## src/hw/rtl/mf2d_pkg.sv

```systemverilog
// Package with the shared types and constants of the minifloat to double converter.
package mf2d_pkg;

  localparam int unsigned KeptFracBits = 13;
  localparam logic [10:0] DblBias = 11'd1023;
  localparam logic [63:0] DblQnan = 64'h7FF8_0000_0000_0000;

  typedef enum logic [2:0] {
    ClassZero      = 3'd0,
    ClassSubnormal = 3'd1,
    ClassNormal    = 3'd2,
    ClassInf       = 3'd3,
    ClassNan       = 3'd4
  } value_class_e;

  typedef struct packed {
    logic [63:0]  double_bits;
    value_class_e value_class;
  } result_t;

endpackage

```

## src/hw/rtl/mf2d_decode.sv

```systemverilog
// Combinational decode of one minifloat item into a binary64 pattern and class.
module mf2d_decode (
  input  logic [2:0]        size_i,
  input  logic [31:0]       raw_i,
  output mf2d_pkg::result_t res_o
);

  logic [2:0]  s;
  logic        sign;
  logic [9:0]  e, eall;
  logic [22:0] f;
  logic [4:0]  fbits;
  logic [9:0]  bias;
  logic [23:0] m;
  logic [9:0]  rem, half;
  logic [12:0] keep;
  logic        rnd;
  logic [4:0]  p;
  logic [10:0] de;
  logic [51:0] frac;
  logic [63:0] fw;

  always_comb begin
    s = size_i;
    if (s == 3'd0) s = 3'd1;
    if (s > 3'd4) s = 3'd4;
    sign = 1'b0; e = '0; f = '0; eall = '0; fbits = '0; bias = '0;
    rem = '0; half = '0; keep = '0; rnd = 1'b0; m = '0; de = '0;
    case (s)
      3'd1: begin
        sign = raw_i[7]; e = {6'd0, raw_i[6:3]}; f = {20'd0, raw_i[2:0]};
        eall = 10'h00F; fbits = 5'd3; bias = 10'd7;
      end
      3'd2: begin
        sign = raw_i[15]; e = {4'd0, raw_i[14:9]}; f = {14'd0, raw_i[8:0]};
        eall = 10'h03F; fbits = 5'd9; bias = 10'd31;
      end
      3'd3: begin
        sign = raw_i[23]; e = {2'd0, raw_i[22:15]}; f = {8'd0, raw_i[14:0]};
        eall = 10'h0FF; fbits = 5'd15; bias = 10'd127;
        keep = raw_i[14:2]; rem = {8'd0, raw_i[1:0]}; half = 10'd2;
      end
      default: begin
        sign = raw_i[31]; e = raw_i[30:21]; f = {2'd0, raw_i[20:0]};
        eall = 10'h3FF; fbits = 5'd21; bias = 10'd511;
        keep = raw_i[20:8]; rem = {2'd0, raw_i[7:0]}; half = 10'd128;
      end
    endcase
    // Round to 13 fraction bits, nearest even; the carry may reach the exponent.
    if (s >= 3'd3 && e != eall) begin
      rnd = (rem > half) || (rem == half && keep[0]);
      m = {1'b0, e, keep} + {23'd0, rnd};
      e = m[22:13];
      f = {10'd0, m[12:0]};
      fbits = 5'(mf2d_pkg::KeptFracBits);
    end
    p = '0;
    for (int i = 0; i < 23; i++) begin
      if (f[i]) p = 5'(i);
    end
    fw = {41'd0, f} << (6'd52 - {1'b0, p});
    frac = fw[51:0];
    res_o.double_bits = '0;
    res_o.value_class = mf2d_pkg::ClassZero;
    if (e == eall) begin
      if (f == '0) begin
        res_o.double_bits = {sign, 11'h7FF, 52'd0};
        res_o.value_class = mf2d_pkg::ClassInf;
      end else begin
        res_o.double_bits = mf2d_pkg::DblQnan;
        res_o.value_class = mf2d_pkg::ClassNan;
      end
    end else if (e == '0) begin
      if (f == '0) begin
        res_o.double_bits = {sign, 63'd0};
      end else begin
        de = mf2d_pkg::DblBias + {6'd0, p} + 11'd1 - {1'b0, bias} - {6'd0, fbits};
        res_o.double_bits = {sign, de, frac};
        res_o.value_class = mf2d_pkg::ClassSubnormal;
      end
    end else begin
      de = {1'b0, e} + mf2d_pkg::DblBias - {1'b0, bias};
      fw = {41'd0, f} << (6'd52 - {1'b0, fbits});
      res_o.double_bits = {sign, de, fw[51:0]};
      res_o.value_class = mf2d_pkg::ClassNormal;
    end
  end

endmodule

```

## src/hw/rtl/minifloat_to_double_core.sv

```systemverilog
// Top level of the minifloat to binary64 converter.
//
//  Channel  Direction  Handshake              Payload
//  cfg      in         cfg_valid/cfg_ready    type_size (3 bits)
//  s_axis   in         tvalid/tready          tdata: raw_value [31:0]
//  m_axis   out        tvalid/tready          tdata: double_bits [63:0]; tuser: value_class [2:0]
//
// Each item is registered at the input, decoded by combinational logic, and
// held in the result register; one item per cycle is sustained while the output
// is not stalled, set by the single decode stage between the two registers.
// A result is offered from the result register after passing the input register
// and the decode logic, so an item is never accepted and delivered on the same edge.
// Reset clears the valid flags and sets type_size to 4. When the output is
// stalled, both stages hold and the input stops accepting once both are full.
module minifloat_to_double_core (
  input  logic        clk_i,
  input  logic        rst_ni,
  input  logic        cfg_valid_i,
  output logic        cfg_ready_o,
  input  logic [2:0]  cfg_data_i,
  input  logic        s_axis_tvalid_i,
  output logic        s_axis_tready_o,
  input  logic [31:0] s_axis_tdata_i,   // raw_value [31:0]
  output logic        m_axis_tvalid_o,
  input  logic        m_axis_tready_i,
  output logic [63:0] m_axis_tdata_o,   // double_bits [63:0]
  output logic [2:0]  m_axis_tuser_o    // value_class [2:0]
);

  logic [2:0]        size_q;
  logic [31:0]       raw_q;
  logic              in_vld_q, out_vld_q;
  mf2d_pkg::result_t res_d, res_q;
  logic              out_load, in_load;

  assign cfg_ready_o = 1'b1;

  // The output register loads when empty or drained this cycle.
  assign out_load = !out_vld_q || m_axis_tready_i;
  // The input register can take an item when it moves on or is empty.
  assign s_axis_tready_o = !in_vld_q || out_load;
  assign in_load = s_axis_tvalid_i && s_axis_tready_o;

  always_ff @(posedge clk_i or negedge rst_ni) begin
    if (!rst_ni) begin
      size_q    <= 3'd4;
      in_vld_q  <= 1'b0;
      out_vld_q <= 1'b0;
    end else begin
      if (cfg_valid_i) size_q <= cfg_data_i;
      if (s_axis_tready_o) in_vld_q <= s_axis_tvalid_i;
      if (out_load) out_vld_q <= in_vld_q;
    end
  end

  always_ff @(posedge clk_i) begin
    if (in_load) raw_q <= s_axis_tdata_i;
    if (out_load && in_vld_q) res_q <= res_d;
  end

  mf2d_decode u_decode (
    .size_i(size_q),
    .raw_i (raw_q),
    .res_o (res_d)
  );

  assign m_axis_tvalid_o = out_vld_q;
  assign m_axis_tdata_o  = res_q.double_bits;
  assign m_axis_tuser_o  = res_q.value_class;

endmodule

```

## config.mk

```make
export PLATFORM = sky130hd
export DESIGN_NAME = minifloat_to_double_core
export DESIGN_NICKNAME = d
export VERILOG_FILES = /design/src/hw/rtl/mf2d_pkg.sv /design/src/hw/rtl/mf2d_decode.sv /design/src/hw/rtl/minifloat_to_double_core.sv
export SDC_FILE = /design/constraint.sdc
export NUM_CORES = 1
export LEC_CHECK = 0
export BUFFER_PORTS_ARGS = -buffer_cell sky130_fd_sc_hd__buf_2
export CORE_MARGIN = 1.5
export CORE_UTILIZATION = 45
export CTS_CLUSTER_DIAMETER = 200
export DETAILED_ROUTE_END_ITERATION = 7
export PLACE_DENSITY = 0.75
export SKIP_LAST_GASP = 1
export SLEW_MARGIN = 25
export SYNTH_ARGS = -nofsm -noshare
export SYNTH_HDL_FRONTEND = slang
export SYNTH_SLANG_ARGS = --single-unit
```

## constraint.sdc

```tcl
create_clock -name clk_i -period 10.8 [get_ports clk_i]
set_input_delay 1.62 -clock clk_i [delete_from_list [all_inputs] [get_ports clk_i]]
set_output_delay 1.62 -clock clk_i [all_outputs]
set_load 0.1 [all_outputs]
```

# Word level (Yosys, flattened, before mapping)
# Index checks and enable logic that the tools add are counted.
[classes]
eq_ne = 6
reduce_logical = 13
n_mux = 41
magnitude_cmp = 3
bitwise_logic = 0
addsub = 9
shifts = 2
n_div = 0
mul = 0
[op_table]
columns = ["op", "n"]
rows = [
  ["2-to-1 mux 67 bit", 2],
  ["<< shifter 21 x 6 -> 52 bit", 2],
  ["2-to-1 mux 66 bit", 1],
  ["2-to-1 mux 63 bit", 1],
  ["one-hot mux 21 bit (3 select lines)", 1],
  ["one-hot mux 10 bit (3 select lines)", 2],
  ["2-to-1 mux 5 bit", 8],
  ["2-to-1 mux 4 bit", 8],
  ["one-hot mux 8 bit (2 select lines)", 2],
  ["one-hot mux 9 bit (3 select lines)", 1],
  ["one-hot mux 13 bit (2 select lines)", 1],
  ["adder 23 x 1 -> 23 bit", 1],
  ["logical NOT 23 bit", 1],
  ["subtractor 11 x 9 -> 11 bit", 2],
  ["2-to-1 mux 21 bit", 1],
  ["2-to-1 mux 3 bit", 6],
  ["one-hot mux 5 bit (3 select lines)", 1],
  ["subtractor 6 x 5 -> 6 bit (first input constant)", 2],
  ["adder 10 x 10 -> 11 bit (second input constant)", 1],
  ["adder 10 x 5 -> 11 bit (first input constant)", 1],
  ["adder 11 x 1 -> 11 bit (second input constant)", 1],
  ["subtractor 11 x 5 -> 11 bit", 1],
  ["equality test 10 bit", 1],
  ["logical NOT 10 bit", 1],
  ["other kinds (16)", 25],
]
[totals]
memories = 0
rom_bits = 0
latch_bits = 0
word_cells = 80
mem_bits_rw = 0
regBits = 104

# Depth between registers and ports, before layout
[depth]
depth_word = 41
mapped_depth = 31
ltp_nobuf = 26

# Hierarchy
# A second synthesis with hierarchy kept.
[hier_totals]
hier_cells = 895
hier_area_um2 = 8139.1
[by_module_without_submodules]
columns = ["module", "area_each_um2", "cells_each", "instances"]
rows = [
  ["mf2d_decode", 4943.5, 780, 1],
  ["minifloat_to_double_core", 3195.6, 115, 1],
]

# Worst setup path after synthesis
# Ideal clock, no wire load.
[synth_timing]
kind = "reg2reg"
start = "register size_q[2]"
end = "register res_q (netlist bit m_axis_tdata_o[42]) (data pin)"
path_slack_ps = 4627
period_less_slack_ps = 6173
stages_incl_launch_ff = 26
path_buffers = 5
arrival_time_ps = 5900
path_cell_list = "dfstp_2 buf_4 buf_4 buf_2 clkbuf_1 clkbuf_1 and2_1 o311ai_0 nand2_1 ha_1 inv_1 a211oi_2 nand4_1 o311ai_4 o21ai_2 a2111oi_4 o21bai_4 o21ai_4 ha_1 inv_1 or3_1 o211ai_2 mux4_2 mux2_2 nand3_1 o221ai_1"
[synth_between]
elab_chain_cells = 39
word_cells_on_any_way = 58
[synth_lines]
columns = ["element", "line", "rtl"]
rows = [
  ["from (decl)", "minifloat_to_double_core.sv:30", "logic [2:0] size_q;"],
  ["from (signal assigned)", "minifloat_to_double_core.sv:50", "if (cfg_valid_i) size_q <= cfg_data_i;"],
  ["logical NOT 3 bit", "mf2d_decode.sv:25", "if (s == 3'd0) s = 3'd1;"],
  ["2-to-1 mux 3 bit *", "mf2d_decode.sv:25", ""],
  ["greater-than comparator 3 bit", "mf2d_decode.sv:26", "if (s > 3'd4) s = 3'd4;"],
  ["2-to-1 mux 3 bit *", "mf2d_decode.sv:26", ""],
  ["parallel branches: the longest is 34 deep, another holds adder 23 x 1 -> 23 bit", "-", ""],
  ["2-to-1 mux 67 bit *", "mf2d_decode.sv:65", "if (e == eall) begin"],
  ["to (signal assigned)", "minifloat_to_double_core.sv:58", "if (out_load && in_vld_q) res_q <= res_d;"],
  ["to (decl)", "minifloat_to_double_core.sv:33", "mf2d_pkg::result_t res_d, res_q;"],
]
# Mark *: on every way between the ends.
# A chain may end at the register's enable or synchronous reset.

# Worst setup path in the final report
# Same ends and word-level chain as after synthesis.

==> metrics.md <==
| Metric | Value |
|---|---|
| Status | complete, no violations |
| Crit-path slowest cell | mux4_2 |
| Vias in the first global route | 6982 |
| RSZ-0062 raised after global routing | false |
| Synthesized area per cell | 9.23 um^2 |
| Delay-heaviest family, CP | compound AO/OA/AOI/OAI gates |
| WHS | a little under 0.5 ns |
| Post-synth EDFFs | a little under 100 |
| Post-CTS Setup Bufs | 0 |
| Area Overhead vs Synth | 11.2% |
| Worst setup margin | 4.08 ns |
| Post-Layout Cell Count | 1212 |
| CP endpoint kind | flop |
| Core area | about 18000 um^2 |
| Primary FF master, synth | edfxtp_1 |
| Number of diodes | 0 |
| # setup viols final | 0 |
| Wirelength per Cell | 20.7 um |
| LEAKAGE | 3.58 nW |
| Pre-CTS setup slack | 4.23 ns |
| Critical Path AT | 6.81 ns |
| Critical Path Stages | 22 |
| GP Congestion | 0.978 |
| Depth of the CTS H-tree | 3 |
| Power per Cell Area | 180 nW/um^2 |
| Root Buffer | clkbuf_16 |
| Register area share after synthesis | 0.373 |
| Total congestion overflow | 0 |
| Pin count of the biggest net entering global routing | 69 |
| Post-synth top area share | 0.357 |
| Die Width | between 100 and 150 um |
| Hold Path Class | reg2reg |
| Post-DP HPWL | 18500 um |
| Clk slew on worst S/H paths | 0.07 ns |
| Fmax | between 0.1 and 0.15 GHz |
| 1st-iter DRT viols | 855 |
| Post-route clock skew | between 0.015 and 0.02 ns |
| First-pass GRT wire length | 39100 um |
| # IOs | 110 |
| Clock Latency Late Sink | 0.37 ns |
| Crit path cell chain | buf_4 > clkinv_1 > and2_1 > a21o_1 > ha_1 > ha_1 > inv_1 > a211oi_2 > xor2_1 > o21ai_0 > a22oi_1 > a2111oi_4 > o21bai_4 > o21ai_4 > ha_1 > inv_1 > or3_1 > o211ai_2 > mux4_2 > mux2_2 > nand3_1 > o221ai_1 |
| Min Tclk post-route | between 6 and 7 ns |
| Buf/Inv on CP | 4 |
| Vias | roughly 7700 |
| Fin crit share | 0.622 |
| DRC violations left | 0 |
| FF-to-FF Start | size_q[2]$_DFFE_PN1P_ |
| DRT antenna net count | 0 |
| Pins over their slew limit | 0 |
| Crit-path max cell delay | 0.56 ns |
| Most frequent cell after synthesis | edfxtp_1 |
| WP data required | 10.89 ns |
| Post-synthesis instance area | about 8300 um^2 |
| Max-cap violations | 0 |
| R2R Setup Slk | 4.08 ns |
| Total number of yosys warnings | 0 |
| Starting Density | 0.462 |
| Crit path to | m_axis_tdata_o[42]$_SDFFCE_PP0P_ |
| Worst r2r path cells | 22 |
| Share of post-route cells with drive strength above 1 | 0.202 |
| Post-synth ARST share | 0.0481 |
| Slew @ Worst Pin | 0.922 ns |
| Vias per cell | 6.34 |
| Crit path top cell by count | ha_1 |
| Top cells by area, synth | edfxtp_1, nand2_1, mux2i_1 |
| Relative slew slack | 0.379 |
| CTS tree | done |
| CTS Sinks | approximately 100 |
| TritonCTS buffer count | 9 |
| Site Rows | 49 |
| Worst setup path class | reg2reg |
| Mapped Cells | roughly 900 |
| Worst hold start | in_vld_q$_DFFE_PN0N_ |
| Crit-path max FO | 68 |
| Port bufs | 108 |
| Crit path launch | size_q[2]$_DFFE_PN1P_ |
| Final WL | 25100 um |
| Max clock buf depth | 2 |
| CTS resizes | 0 |
| Nets | 1040 |
| Setup_tns | 0 ns |
| Pre-Repair DR Iteration Count | 6 |
| Yosys reg bits | 104 |
| Die Footprint | between 15000 and 20000 um^2 |
| Initial antenna violation count | 0 |
| Most frequent cells after synthesis | edfxtp_1, nand2_1, nor2_1 |
| CTS Hold Bufs | 0 |
| Crit start category | flop |
| Area leader, netlist | edfxtp_1 |
| Total Routing Usage GR | 0.256 |
| R2r endpoint | m_axis_tdata_o[42]$_SDFFCE_PP0P_ |
| VDD IR-drop max | 109 uV |
| Die H | 139 um |
| Total power | about 1.7 mW |
| Netlist cell types | just over 100 |
| Dpl cells | 1196 |
| Hold Violations, Final | 0 |
-- cell type report --
type	instances	area [um^2]
Tap cell	229	287
Multi-Input combinational cell	719	4870
Clock inverter	5	42.5
Inverter	26	100
Timing Repair Buffer	118	616
Clock buffer	11	233
Fill cell	1715	8770
Sequential cell	104	3100
-- flip-flops by register name, indices dropped and copies added (netlist names) --
| signal | count |
|---|---|
| in_vld_q | 1 |
| m_axis_tdata_o | 64 |
| m_axis_tuser_o | 3 |
| m_axis_tvalid_o | 1 |
| raw_q | 32 |
| size_q | 3 |
-- per-stage QoR --
stage	utilization	instance area (um^2)
floorplan	-	8340
global route	0.513	9250
CTS	0.513	9250
global placement	0.498	8970
finish	0.513	9250
detailed placement	0.498	8970
-- how the worst min path moves through the flow --
stage / to / cells past startpoint
after floorplan: m_axis_tvalid_o$_DFFE_PN0P_ / 1
after global placement: m_axis_tvalid_o$_DFFE_PN0P_ / 1
after detailed placement: m_axis_tvalid_o$_DFFE_PN0P_ / 1
after CTS: m_axis_tvalid_o$_DFFE_PN0P_ / 1
after global routing: m_axis_tvalid_o$_DFFE_PN0P_ / 1
final: m_axis_tvalid_o$_DFFE_PN0P_ / 1
-- per-layer routing --
layer / global-route usage / wire [um]
met1: 0.356 / 11000
met2: 0.389 / 11000
met3: 0.0418 / 2080
met4: 0.126 / 1050
met5: 0 / 0
-- logic make-up (layout without fill, tap and decap cells) --
kind of cell,after synthesis,count (layout),synth area share
simple gates,357,357,0.221
compound gates,256,256,0.229
flops,104,104,0.373
buf+inv,84,160,0.0453
mux,50,50,0.0687
xor+xnor,26,26,0.0274
fa+ha+maj,22,22,0.0349
other cells,2,8,0.000903
-- cell usage in the layout (no fill, tap or decap), drive strengths merged, types with 20 or more instances in the layout --
master	n
a21oi	45
o21ai	40
nand2	91
o211ai	20
inv	26
nor3	22
mux2i	32
buf	118
ha	20
a21o	20
nor2	82
nand3	54
edfxtp	99
a211oi	23
-- where the power goes --
group	internal, mW	switching (mW)	total, mW	leakage [nW]
clock	0.159	0.161	0.320	0.124
combinational	0.240	0.583	0.823	2.43
sequential	0.490	0.0293	0.519	1.02
Power figures use the tool's default switching activity.
